<file path="src/rtl/ecal_pkg.sv">
package ecal_pkg;

  // Defaults for the top-level parameters
  localparam int DEF_CHANNELS    = 4;
  localparam int DEF_SAMPLE_BITS = 16;

  // Depth of the per-channel sample history (sets the slot counter width)
  localparam int HISTORY_DEPTH = 4;
  localparam int SLOT_BITS     = $clog2(HISTORY_DEPTH);

  // Number of channels carried on the ports
  localparam int PORT_CHANNELS = 4;

  // Configuration port
  localparam int ADDR_BITS = 3;
  localparam int DATA_BITS = 32;
  localparam logic REG_STABLE_MASK = 1'b0;
  localparam logic REG_TIMEOUT     = 1'b1;
  localparam logic [15:0] RST_STABLE_MASK = 16'hFFF0;
  localparam logic [15:0] RST_TIMEOUT     = 16'd1000;

  // Phase numbers as reported on the result beat
  localparam logic [3:0] PH_CLEAR    = 4'd0;
  localparam logic [3:0] PH_RST_UP   = 4'd1;
  localparam logic [3:0] PH_DRIVE_UP = 4'd2;
  localparam logic [3:0] PH_WAIT_UP  = 4'd3;
  localparam logic [3:0] PH_CAPT_UP  = 4'd4;
  localparam logic [3:0] PH_RST_DN   = 4'd5;
  localparam logic [3:0] PH_DRIVE_DN = 4'd6;
  localparam logic [3:0] PH_WAIT_DN  = 4'd7;
  localparam logic [3:0] PH_CAPT_DN  = 4'd8;
  localparam logic [3:0] PH_SORT     = 4'd9;
  localparam logic [3:0] PH_DONE     = 4'd10;

  // Sequencer phases, one-hot
  typedef enum logic [10:0] {
    P_CLEAR    = 11'h001,
    P_RST_UP   = 11'h002,
    P_DRIVE_UP = 11'h004,
    P_WAIT_UP  = 11'h008,
    P_CAPT_UP  = 11'h010,
    P_RST_DN   = 11'h020,
    P_DRIVE_DN = 11'h040,
    P_WAIT_DN  = 11'h080,
    P_CAPT_DN  = 11'h100,
    P_SORT     = 11'h200,
    P_DONE     = 11'h400
  } phase_t;

  typedef struct packed {
    logic        mode;
    logic [15:0] adc_ch0;
    logic [15:0] adc_ch1;
    logic [15:0] adc_ch2;
    logic [15:0] adc_ch3;
  } item_t;

  typedef struct packed {
    logic [3:0]  phase;
    logic        drive_up;
    logic        finished;
    logic        timed_out;
    logic [15:0] min_ch0;
    logic [15:0] max_ch0;
    logic [15:0] min_ch1;
    logic [15:0] max_ch1;
    logic [15:0] min_ch2;
    logic [15:0] max_ch2;
    logic [15:0] min_ch3;
    logic [15:0] max_ch3;
  } result_t;

  // Phase number as reported on the result beat
  function automatic logic [3:0] phase_code(input phase_t p);
    logic [3:0] code;
    unique case (p)
      P_CLEAR:    code = PH_CLEAR;
      P_RST_UP:   code = PH_RST_UP;
      P_DRIVE_UP: code = PH_DRIVE_UP;
      P_WAIT_UP:  code = PH_WAIT_UP;
      P_CAPT_UP:  code = PH_CAPT_UP;
      P_RST_DN:   code = PH_RST_DN;
      P_DRIVE_DN: code = PH_DRIVE_DN;
      P_WAIT_DN:  code = PH_WAIT_DN;
      P_CAPT_DN:  code = PH_CAPT_DN;
      P_SORT:     code = PH_SORT;
      default:    code = PH_DONE;
    endcase
    return code;
  endfunction

endpackage

</file>
<file path="src/rtl/four_channel_endstop_calibration_fsm.sv">
// Channel  Handshake                  Payload
// item     item_valid / item_stall    item_t   (mode, adc_ch0..adc_ch3)
// result   result_valid / result_stall result_t (phase, flags, min/max per channel)
// config   APB (psel/penable/pwrite)  stable_mask @0x0, timeout_ticks @0x4
//
// One item per cycle unless item_stall is high: an accepted beat updates the
// sequencer state at that edge and its result beat is loaded into the output
// register at the same edge. The output register is the only stage.
// The item side stalls only while the output register is full and stalled.
// rst is synchronous: phase 0, idle (finished), all stores and flags cleared.
module four_channel_endstop_calibration_fsm
  import ecal_pkg::*;
#(
  parameter int CHANNELS    = DEF_CHANNELS,
  parameter int SAMPLE_BITS = DEF_SAMPLE_BITS
) (
  input  logic                 clk,
  input  logic                 rst,
  // item channel
  input  logic                 item_valid,
  output logic                 item_stall,
  input  item_t                item,
  // result channel
  output logic                 result_valid,
  input  logic                 result_stall,
  output result_t              result,
  // configuration
  input  logic                 psel,
  input  logic                 penable,
  input  logic                 pwrite,
  input  logic [ADDR_BITS-1:0] paddr,
  input  logic [DATA_BITS-1:0] pwdata,
  output logic [DATA_BITS-1:0] prdata,
  output logic                 pready
);

  typedef logic [SAMPLE_BITS-1:0] smp_t;

  // Configuration registers
  logic [15:0] stable_mask;
  logic [15:0] timeout_ticks;

  // Sequencer state
  phase_t                phase, phase_next;
  logic                  running, running_next;
  logic [SLOT_BITS-1:0]  slot, slot_next;
  logic [15:0]           wait_ticks, wait_ticks_next;
  logic                  timeout_flag, timeout_flag_next;
  smp_t                  hist [CHANNELS][HISTORY_DEPTH];
  smp_t                  hist_next [CHANNELS][HISTORY_DEPTH];
  smp_t                  capt_a [CHANNELS];
  smp_t                  capt_a_next [CHANNELS];
  smp_t                  capt_b [CHANNELS];
  smp_t                  capt_b_next [CHANNELS];
  smp_t                  lim_min [CHANNELS];
  smp_t                  lim_min_next [CHANNELS];
  smp_t                  lim_max [CHANNELS];
  smp_t                  lim_max_next [CHANNELS];

  logic [15:0] adc_in [PORT_CHANNELS];
  smp_t        smp [CHANNELS];
  logic [15:0] out_min [PORT_CHANNELS];
  logic [15:0] out_max [PORT_CHANNELS];
  logic [15:0] wt_inc;
  logic        stable;
  logic        accept;
  logic        cfg_wr;
  result_t     result_next;

  // APB: always ready, registers decoded on paddr[2]
  assign pready = 1'b1;
  assign cfg_wr = psel & penable & pwrite & pready;
  assign prdata = (paddr[2] == REG_TIMEOUT) ? {16'd0, timeout_ticks}
                                            : {16'd0, stable_mask};

  always_ff @(posedge clk) begin
    if (rst) begin
      stable_mask   <= RST_STABLE_MASK;
      timeout_ticks <= RST_TIMEOUT;
    end else if (cfg_wr) begin
      unique case (paddr[2])
        REG_STABLE_MASK: stable_mask   <= pwdata[15:0];
        REG_TIMEOUT:     timeout_ticks <= pwdata[15:0];
        default:         ;
      endcase
    end
  end

  // Handshake: take a beat unless the output register is full and held
  assign item_stall = result_valid & result_stall;
  assign accept     = item_valid & ~item_stall;

  // Sample fan-in; channels past the port width read zero
  assign adc_in[0] = item.adc_ch0;
  assign adc_in[1] = item.adc_ch1;
  assign adc_in[2] = item.adc_ch2;
  assign adc_in[3] = item.adc_ch3;

  for (genvar c = 0; c < CHANNELS; c++) begin : g_smp
    if (c < PORT_CHANNELS) begin : g_port
      assign smp[c] = adc_in[c][SAMPLE_BITS-1:0];
    end else begin : g_zero
      assign smp[c] = '0;
    end
  end

  // Saturating tick counter
  assign wt_inc = (wait_ticks == 16'hFFFF) ? wait_ticks : wait_ticks + 16'd1;

  // Next-state logic for one beat
  always_comb begin
    phase_next        = phase;
    running_next      = running;
    slot_next         = slot;
    wait_ticks_next   = wait_ticks;
    timeout_flag_next = timeout_flag;
    hist_next         = hist;
    capt_a_next       = capt_a;
    capt_b_next       = capt_b;
    lim_min_next      = lim_min;
    lim_max_next      = lim_max;
    stable            = 1'b1;

    // history with this beat's samples written in, and its stability
    for (int c = 0; c < CHANNELS; c++) begin
      hist_next[c][slot] = smp[c];
    end
    for (int c = 0; c < CHANNELS; c++) begin
      for (int k = 1; k < HISTORY_DEPTH; k++) begin
        if ((hist_next[c][k] & stable_mask[SAMPLE_BITS-1:0]) !=
            (hist_next[c][0] & stable_mask[SAMPLE_BITS-1:0])) begin
          stable = 1'b0;
        end
      end
    end
    hist_next = hist;

    if (accept) begin
      priority if (item.mode) begin
        // start: clear everything and run from phase 0
        phase_next        = P_CLEAR;
        running_next      = 1'b1;
        slot_next         = '0;
        wait_ticks_next   = '0;
        timeout_flag_next = 1'b0;
        for (int c = 0; c < CHANNELS; c++) begin
          for (int k = 0; k < HISTORY_DEPTH; k++) hist_next[c][k] = '0;
          capt_a_next[c]  = '0;
          capt_b_next[c]  = '0;
          lim_min_next[c] = '0;
          lim_max_next[c] = '0;
        end
      end else if (running) begin
        if (phase == P_DONE) begin
          running_next = 1'b0;
        end else if (wt_inc >= timeout_ticks) begin
          wait_ticks_next   = wt_inc;
          timeout_flag_next = 1'b1;
          phase_next        = P_DONE;
        end else begin
          wait_ticks_next = wt_inc;
          unique case (phase)
            P_CLEAR: begin
              for (int c = 0; c < CHANNELS; c++) begin
                for (int k = 0; k < HISTORY_DEPTH; k++) hist_next[c][k] = '0;
                lim_min_next[c] = '0;
                lim_max_next[c] = '0;
              end
              phase_next = P_RST_UP;
            end
            P_RST_UP: begin
              wait_ticks_next = '0;
              slot_next       = '0;
              phase_next      = P_DRIVE_UP;
            end
            P_RST_DN: begin
              wait_ticks_next = '0;
              slot_next       = '0;
              phase_next      = P_DRIVE_DN;
            end
            P_DRIVE_UP: phase_next = P_WAIT_UP;
            P_DRIVE_DN: phase_next = P_WAIT_DN;
            P_WAIT_UP, P_WAIT_DN: begin
              for (int c = 0; c < CHANNELS; c++) hist_next[c][slot] = smp[c];
              slot_next = slot + 1'b1;
              if (stable) begin
                phase_next = (phase == P_WAIT_UP) ? P_CAPT_UP : P_CAPT_DN;
              end
            end
            P_CAPT_UP: begin
              capt_a_next = smp;
              phase_next  = P_RST_DN;
            end
            P_CAPT_DN: begin
              capt_b_next = smp;
              phase_next  = P_SORT;
            end
            default: begin
              // sort: order each channel's two captures
              for (int c = 0; c < CHANNELS; c++) begin
                lim_min_next[c] = (capt_a[c] >= capt_b[c]) ? capt_b[c] : capt_a[c];
                lim_max_next[c] = (capt_a[c] >= capt_b[c]) ? capt_a[c] : capt_b[c];
              end
              phase_next = P_DONE;
            end
          endcase
        end
      end else begin
        // tick while idle: state holds
      end
    end
  end

  // Limits on the ports; channels at or past CHANNELS read zero
  for (genvar c = 0; c < PORT_CHANNELS; c++) begin : g_out
    if (c < CHANNELS) begin : g_live
      assign out_min[c] = 16'(lim_min_next[c]);
      assign out_max[c] = 16'(lim_max_next[c]);
    end else begin : g_none
      assign out_min[c] = '0;
      assign out_max[c] = '0;
    end
  end

  // Result beat built from the state after this item
  always_comb begin
    result_next.phase     = phase_code(phase_next);
    result_next.drive_up  = (phase_next == P_WAIT_UP) || (phase_next == P_CAPT_UP) ||
                            (phase_next == P_RST_DN)  || (phase_next == P_DRIVE_DN);
    result_next.finished  = ~running_next;
    result_next.timed_out = timeout_flag_next;
    result_next.min_ch0   = out_min[0];
    result_next.max_ch0   = out_max[0];
    result_next.min_ch1   = out_min[1];
    result_next.max_ch1   = out_max[1];
    result_next.min_ch2   = out_min[2];
    result_next.max_ch2   = out_max[2];
    result_next.min_ch3   = out_min[3];
    result_next.max_ch3   = out_max[3];
  end

  // State registers
  always_ff @(posedge clk) begin
    if (rst) begin
      phase        <= P_CLEAR;
      running      <= 1'b0;
      slot         <= '0;
      wait_ticks   <= '0;
      timeout_flag <= 1'b0;
      for (int c = 0; c < CHANNELS; c++) begin
        for (int k = 0; k < HISTORY_DEPTH; k++) hist[c][k] <= '0;
        capt_a[c]  <= '0;
        capt_b[c]  <= '0;
        lim_min[c] <= '0;
        lim_max[c] <= '0;
      end
    end else begin
      phase        <= phase_next;
      running      <= running_next;
      slot         <= slot_next;
      wait_ticks   <= wait_ticks_next;
      timeout_flag <= timeout_flag_next;
      hist         <= hist_next;
      capt_a       <= capt_a_next;
      capt_b       <= capt_b_next;
      lim_min      <= lim_min_next;
      lim_max      <= lim_max_next;
    end
  end

  // Output register
  always_ff @(posedge clk) begin
    if (rst) begin
      result_valid <= 1'b0;
    end else if (accept) begin
      result_valid <= 1'b1;
    end else if (~result_stall) begin
      result_valid <= 1'b0;
    end
  end

  always_ff @(posedge clk) begin
    if (accept) begin
      result <= result_next;
    end
  end

`ifndef NO_ASSERTIONS
  // Idle sequencer sits either before its first step or at done
  a_idle_phase: assert property (@(posedge clk) disable iff (rst)
    !running |-> (phase == P_CLEAR || phase == P_DONE))
    else $error("idle sequencer in a working phase");

  // A timeout always parks the sequencer at done
  a_timeout_done: assert property (@(posedge clk) disable iff (rst)
    timeout_flag |-> phase == P_DONE)
    else $error("timeout flag set outside done phase");

  // Sorted limits of channel 0 stay ordered
  a_limits_order: assert property (@(posedge clk) disable iff (rst)
    lim_min[0] <= lim_max[0])
    else $error("channel 0 minimum above maximum");

  // A result beat is loaded whenever an item is taken
  a_load: assert property (@(posedge clk) disable iff (rst)
    accept |=> result_valid)
    else $error("accepted item produced no result beat");
`endif

endmodule
</file>
<file path="config.mk">
export PLATFORM = sky130hd
export DESIGN_NAME = four_channel_endstop_calibration_fsm
export DESIGN_NICKNAME = d
export VERILOG_FILES = /design/src/rtl/ecal_pkg.sv /design/src/rtl/four_channel_endstop_calibration_fsm.sv
export SDC_FILE = /design/constraint.sdc
export NUM_CORES = 2
export LEC_CHECK = 0
export BUFFER_PORTS_ARGS = -buffer_cell sky130_fd_sc_hd__buf_2
export CAP_MARGIN = 0
export CORE_MARGIN = 2
export CORE_UTILIZATION = 30
export DETAILED_ROUTE_END_ITERATION = 6
export SYNTH_ARGS = -nofsm -noshare
export SYNTH_HDL_FRONTEND = slang
export SYNTH_SLANG_ARGS = --single-unit
</file>
<file path="constraint.sdc">
create_clock -name clk -period 16.29 [get_ports clk]
set_input_delay 0 -clock clk [delete_from_list [all_inputs] [get_ports clk]]
set_output_delay 0 -clock clk [all_outputs]
set_load 0.01 [all_outputs]
</file>
# ---- Yosys cells after proc, flatten, opt, wreduce, memory -nomap -nowiden
# Index checks and enable logic that the tools add are counted.
# W data, S select, Z words.
dict set report totals {
  regBits 711
  input_bits 107
  output_inout_bits 170
  word_cells 225
}
dict set report classes {
  add_sub_neg 2
  order_cmp 7
  eq_ne 36
  mux 85
  bitwise_logic 24
  n_reduce_logical 19
}
# op n
set op_table {}
lappend op_table {{$mux W64} 20}
lappend op_table {{$mux W256} 4}
lappend op_table {{$pmux W256 S2} 1}
lappend op_table {{$and A16 B16 Y16} 16}
lappend op_table {{$bwmux W64} 4}
lappend op_table {{$mux W16} 16}
lappend op_table {{$pmux W64 S2} 2}
lappend op_table {{$ne A16 B16 Y1} 12}
lappend op_table {{$pmux W11 S8} 1}
lappend op_table {{$ge A16 B16 Y1} 5}
lappend op_table {{$mux W11} 6}
lappend op_table {{$pmux W4 S10} 1}
lappend op_table {{$demux W16 S2} 1}
lappend op_table {{$mux W1} 23}
lappend op_table {{$eq A11 B1 Y1 const B} 2}
lappend op_table {{$eq A11 B2 Y1 const B} 2}
lappend op_table {{$eq A11 B3 Y1 const B} 2}
lappend op_table {{$eq A11 B4 Y1 const B} 2}
lappend op_table {{$eq A11 B5 Y1 const B} 2}
lappend op_table {{$eq A11 B6 Y1 const B} 2}
lappend op_table {{$eq A11 B7 Y1 const B} 2}
lappend op_table {{$eq A11 B8 Y1 const B} 2}
lappend op_table {{$eq A11 B9 Y1 const B} 2}
lappend op_table {{$reduce_and A5 Y1} 4}
lappend op_table {{23 further kinds} 39}

# ---- Logic depth before layout (Yosys ltp)
dict set report depth {
  depth_word 31
  mapped_depth 26
}

# ---- Worst setup path before layout
# No wires, ideal clock.
dict set report synth_path {
  path_type {reg2reg}
  startpoint {register result_valid}
  endpoint {register result[131] in the netlist's numbering, data pin}
  setup_time_ns 0.135
  arrival_ns 6.603
  path_slack_ns 9.552
  stages_incl_launch_ff 12
  path_buffers 1
  path_cell_list {dfxtp_1 nand2_1 nand2_1 inv_1 clkbuf_1 o21ai_0 a21oi_1 nand3_1 a21oi_1 nand4_1 or4_1 nand3_1}
}
# item line
set synth_lines {}
lappend synth_lines {{start, declared} four_channel_endstop_calibration_fsm.sv:24} ;# output logic result_valid,
lappend synth_lines {{start signal, assigned} four_channel_endstop_calibration_fsm.sv:274} ;# result_valid <= 1'b0;
lappend synth_lines {{start signal, assigned} four_channel_endstop_calibration_fsm.sv:276} ;# result_valid <= 1'b1;
lappend synth_lines {{start signal, assigned} four_channel_endstop_calibration_fsm.sv:278} ;# result_valid <= 1'b0;
lappend synth_lines {{end signal, assigned} four_channel_endstop_calibration_fsm.sv:284} ;# result <= result_next;
lappend synth_lines {{end, declared} four_channel_endstop_calibration_fsm.sv:26} ;# output result_t result,

# ---- Worst setup path in the final report
dict set report layout_path {
  startpoint {register wait_ticks[4]}
  endpoint {register lim_min[25] in the netlist's numbering}
}
dict set report layout_between {
  elab_chain_cells 8
}
# item line
set layout_rtl {}
lappend layout_rtl {{start, declared} four_channel_endstop_calibration_fsm.sv:47} ;# logic [15:0] wait_ticks, wait_ticks_next;
lappend layout_rtl {{start signal, assigned} four_channel_endstop_calibration_fsm.sv:261} ;# wait_ticks <= wait_ticks_next;
lappend layout_rtl {{$add A16 B1 Y16 or $eq A16 B16 Y1 (tied branches)} four_channel_endstop_calibration_fsm.sv:108} ;# assign wt_inc = (wait_ticks == 16'hFFFF) ? wait_ticks : wait_ticks + 16'd1;
lappend layout_rtl {{$mux W16 *} four_channel_endstop_calibration_fsm.sv:108}
lappend layout_rtl {{$ge A16 B16 Y1 *} four_channel_endstop_calibration_fsm.sv:156} ;# end else if (wt_inc >= timeout_ticks) begin
lappend layout_rtl {{$mux W64 *} four_channel_endstop_calibration_fsm.sv:156}
lappend layout_rtl {{$mux W64 *} four_channel_endstop_calibration_fsm.sv:154} ;# if (phase == P_DONE) begin
lappend layout_rtl {{$mux W64 *} four_channel_endstop_calibration_fsm.sv:153} ;# end else if (running) begin
lappend layout_rtl {{$mux W64 *} four_channel_endstop_calibration_fsm.sv:139} ;# priority if (item.mode) begin
lappend layout_rtl {{$mux W64 *} four_channel_endstop_calibration_fsm.sv:138} ;# if (accept) begin
lappend layout_rtl {{end signal, assigned} four_channel_endstop_calibration_fsm.sv:266} ;# lim_min <= lim_min_next;
lappend layout_rtl {{end, declared} four_channel_endstop_calibration_fsm.sv:55} ;# smp_t lim_min [CHANNELS];
# Mark *: on every way between the ends. The rest lies on a longest branch, timed or not.
# A chain may end at the register's enable or synchronous reset.

==> impl_metrics.json <==
{
  "cp-start-kind": "flop",
  "critical-path-top-cell-by-count": "sky130_fd_sc_hd__buf_4",
  "crit_slowest_cell": "sky130_fd_sc_hd__a211oi_4",
  "synth_area_leader_cell": "sky130_fd_sc_hd__dfxtp_1",
  "place.gp.congestion": 0.9189,
  "post-synth-top-area-fraction": 0.3047,
  "final_nets": 4702,
  "critPathCaptureType": "flop",
  "crit_path_cell_trace": "and4_1, nand4_1, nor2_1, nand3_1, or2_2, nand2_1, nor2_1, and2_1, xor2_1, ha_1, and4_1, a21oi_1, o211ai_1, a21o_1, nand2b_1, nor2_1, buf_4, a211oi_4, buf_4, and2_1, buf_4, nand2_2, buf_4, o21ai_0",
  "cellInternalPower_mw": 3.115,
  "dpl-instance-area_um2": 39960,
  "cts_setup_buffers": 0,
  "clock-sinks": 711,
  "drtIter0Drc": 3533,
  "core_area_um2": 125400,
  "final.hold.worst_slack_ps": 36.86,
  "transition_at_the_pin_with_the_smallest_max_transition_slack_ps": 1189,
  "min_period_ps": 7306,
  "leakagePower_nw": 16.98,
  "vias": 34420,
  "floorplan.rows": 130,
  "worstSetupPathType": "reg -> reg",
  "power.density_nw_per_um2": 96.28,
  "net-switching-power_mw": 1.100,
  "max-cap-violations": 0,
  "cp.required_ps": 16890,
  "min_path_type": "in -> reg",
  "critical_path_peak_fanout": 65,
  "seqPwrFrac": 0.436,
  "synth.ff_latch_count": 711,
  "die_width_um": 359.1,
  "critical-path-top-delay-family": "simple AND/OR/NAND/NOR gates",
  "setup_ws_ps": 8984,
  "cts_htree_levels": 3,
  "asyncSetResetFlopFracSynth": 0,
  "fin_total_pwr_mw": 4.216,
  "unrepaired_setup_endpoints_after_global_routing": "false",
  "grt_start_max_net_pins": 125,
  "gr-total-overflow": 0,
  "count_of_warnings_emitted_by_yosys": 0,
  "design.die.area_um2": 129000,
  "setup_tns_ps": 0,
  "ir_worst_vdd_v": 0.00007142,
  "routed_via_density": 5.522,
  "synth.avg_cell_area_um2": 8.459,
  "synth_cell_types": 86,
  "max-slew-margin-rel": 0.2064,
  "track_usage": 0.1966,
  "clkPwrFrac": 0.467,
  "ys_seq_area_frac": 0.4119,
  "number_of_antenna_violations_at_the_first_check_in_global_routing": 23,
  "postCtsResizedCells": 0,
  "final_core_utilization": 0.3492,
  "worst_skew_pair.late_latency_ps": 700,
  "floorplan.initialDensity": 0.3017,
  "ioPinCount": 277,
  "detailed_place_hpwl_mm": 86.58,
  "avgRoutedWirePerCell_um": 21.21,
  "synth_edf_count": 135,
  "power_frac_comb": 0.097,
  "synth-main-ff-cell": "sky130_fd_sc_hd__dfxtp_1",
  "setup_viol": 0,
  "clkTransAtPathRegs_ps": 60,
  "maxClockFrequency_ghz": 0.1369,
  "worst-path-buf-inv": 4,
  "clockRootBuffer": "sky130_fd_sc_hd__clkbuf_16",
  "design_area_um2": 43790,
  "place_ws_ps": 9035,
  "dpl.cell_count": 5982,
  "syn_inst": 4473,
  "syn_to_final_growth_pct": 15.72,
  "synth_top_cells_by_area": "sky130_fd_sc_hd__dfxtp_1 30%, sky130_fd_sc_hd__edfxtp_1 11%, sky130_fd_sc_hd__a22oi_1 6.9%",
  "post_synth_instance_area_um2": 37840,
  "final_cell_count_no_fill": 6233,
  "portBuffers": 241,
  "drive_gt1_frac": 0.1092,
  "die_height_um": 359.1,
  "clockBufferDepth": 3,
  "drt-total-wl_mm": 132.2,
  "wire_length_of_the_first_global_routing_pass_mm": 199.3,
  "outcome": "finished, final reports clean",
  "cts_buffers": 82,
  "cts-hold-fix-buffers": 94,
  "antenna_left": 0,
  "synth.top_cells.by_count": "576 x sky130_fd_sc_hd__dfxtp_1, 495 x sky130_fd_sc_hd__nor2_1, 402 x sky130_fd_sc_hd__nand2_1",
  "finalMaxSlewViolations": 0,
  "layout_worst_path_cycle_share": 0.4485,
  "switching_share": 0.2610,
  "grt_pass1_vias": 31440,
  "critPathArrivalTime_ps": 7910,
  "cts_tree": "yes",
  "drc": 0,
  "report.final.hold_viol_count": 0,
  "detailedRoute.firstPassIterationCount": 7,
  "worst_path_largest_cell_delay_ps": 890,
  "yosysMostFrequentCell": "sky130_fd_sc_hd__dfxtp_1",
  "worst_clock_skew_ps": 36.70
}
[cell families (layout without fill, tap and decap cells)]
logic type | Yosys count | in the layout | share of synthesized area
other | 2 | 22 | 0.0001985
AO/OA/AOI/OAI | 1338 | 1338 | 0.2316
XOR/XNOR | 164 | 164 | 0.03796
multiplexers | 234 | 234 | 0.06269
AND/OR/NAND/NOR | 1351 | 1351 | 0.1644
adder cells (fa/ha/maj) | 85 | 85 | 0.02811
flip-flops | 711 | 711 | 0.4119
buffers and inverters | 588 | 678 | 0.06309
[routing by layer]
metal / global-route usage / part of all wire / vias up / wire length [um]
met4: 0.08108 / 0.040 / 18 / 5346
met2: 0.3081 / 0.44 / 1465 / 58750
met5: 0 / 0.00094 / - / 124
met3: 0.03122 / 0.083 / 279 / 11040
met1: 0.2683 / 0.43 / 16590 / 56950
li1: - / - / 16070 / -
[cells in the final DEF, fill, tap and decap left out, types with 27 or more instances in the layout]
master,count
sky130_fd_sc_hd__nand4_1,34
sky130_fd_sc_hd__a21o_1,108
sky130_fd_sc_hd__ha_1,81
sky130_fd_sc_hd__dfxtp_1,576
sky130_fd_sc_hd__xor2_1,58
sky130_fd_sc_hd__dlygate4sd3_1,94
sky130_fd_sc_hd__nor3b_1,76
sky130_fd_sc_hd__nor2_1,491
sky130_fd_sc_hd__xnor2_1,106
sky130_fd_sc_hd__clkbuf_16,85
sky130_fd_sc_hd__a21oi_1,272
sky130_fd_sc_hd__nor2b_1,33
sky130_fd_sc_hd__o21ai_0,293
sky130_fd_sc_hd__nand2b_1,43
sky130_fd_sc_hd__mux2i_1,212
sky130_fd_sc_hd__o22ai_1,56
sky130_fd_sc_hd__a22oi_1,347
sky130_fd_sc_hd__a32oi_1,41
sky130_fd_sc_hd__nor3_1,116
sky130_fd_sc_hd__buf_2,239
sky130_fd_sc_hd__inv_1,129
sky130_fd_sc_hd__buf_4,60
sky130_fd_sc_hd__o211ai_1,40
sky130_fd_sc_hd__nand2_1,400
sky130_fd_sc_hd__nand3_1,27
sky130_fd_sc_hd__edfxtp_1,135
[cell type report]
type / count / area, um2
clock inverters: 38 / 540.5
multi-input cells: 3189 / 20130
flip-flops and latches: 711 / 15580
fillers: 12800 / 81620
clock buffers: 114 / 2336
diodes: 5 / 12.51
repair buffers: 395 / 2623
well taps: 1650 / 2064
inverters: 131 / 496.7
[power groups by stage]
stage / clock [mW] / combinational (mW) / sequential (mW)
after floorplan: 0 / 0.251 / 1.88
after global placement: 0 / 0.381 / 1.87
after detailed placement: 0 / 0.385 / 1.88
after CTS: 2.01 / 0.406 / 1.84
after global routing: 2.08 / 0.435 / 1.84
final: 1.97 / 0.410 / 1.84
[state kept, by name, summed over array words and instances, names as in the netlist]
| signal | count |
|---|---|
| capt_a | 64 |
| slot | 2 |
| timeout_flag | 1 |
| hist | 256 |
| result_valid | 1 |
| wait_ticks | 16 |
| timeout_ticks | 16 |
| lim_min | 64 |
| lim_max | 64 |
| phase | 11 |
| stable_mask | 16 |
| running | 1 |
| capt_b | 64 |
| result | 135 |
[worst paths after layout]
check | startpoint | end | slack, ps | depth (start not counted)
setup / recovery | wait_ticks[4] | lim_min[25] | 8980 | 24
hold / removal | pwrite | timeout_ticks[2] | 40 | 4
setup reg to reg | wait_ticks[4] | lim_min[25] | 8980 | 24
hold reg to reg | lim_max[17] | lim_max[17] | 450 | 2
[worst min-delay path: stages]
cell	delay, ps
sky130_fd_sc_hd__buf_2	110
sky130_fd_sc_hd__nand4_1	340
sky130_fd_sc_hd__nand2_1	100
sky130_fd_sc_hd__a21oi_1	120
(Power assumes the default switching activity.)
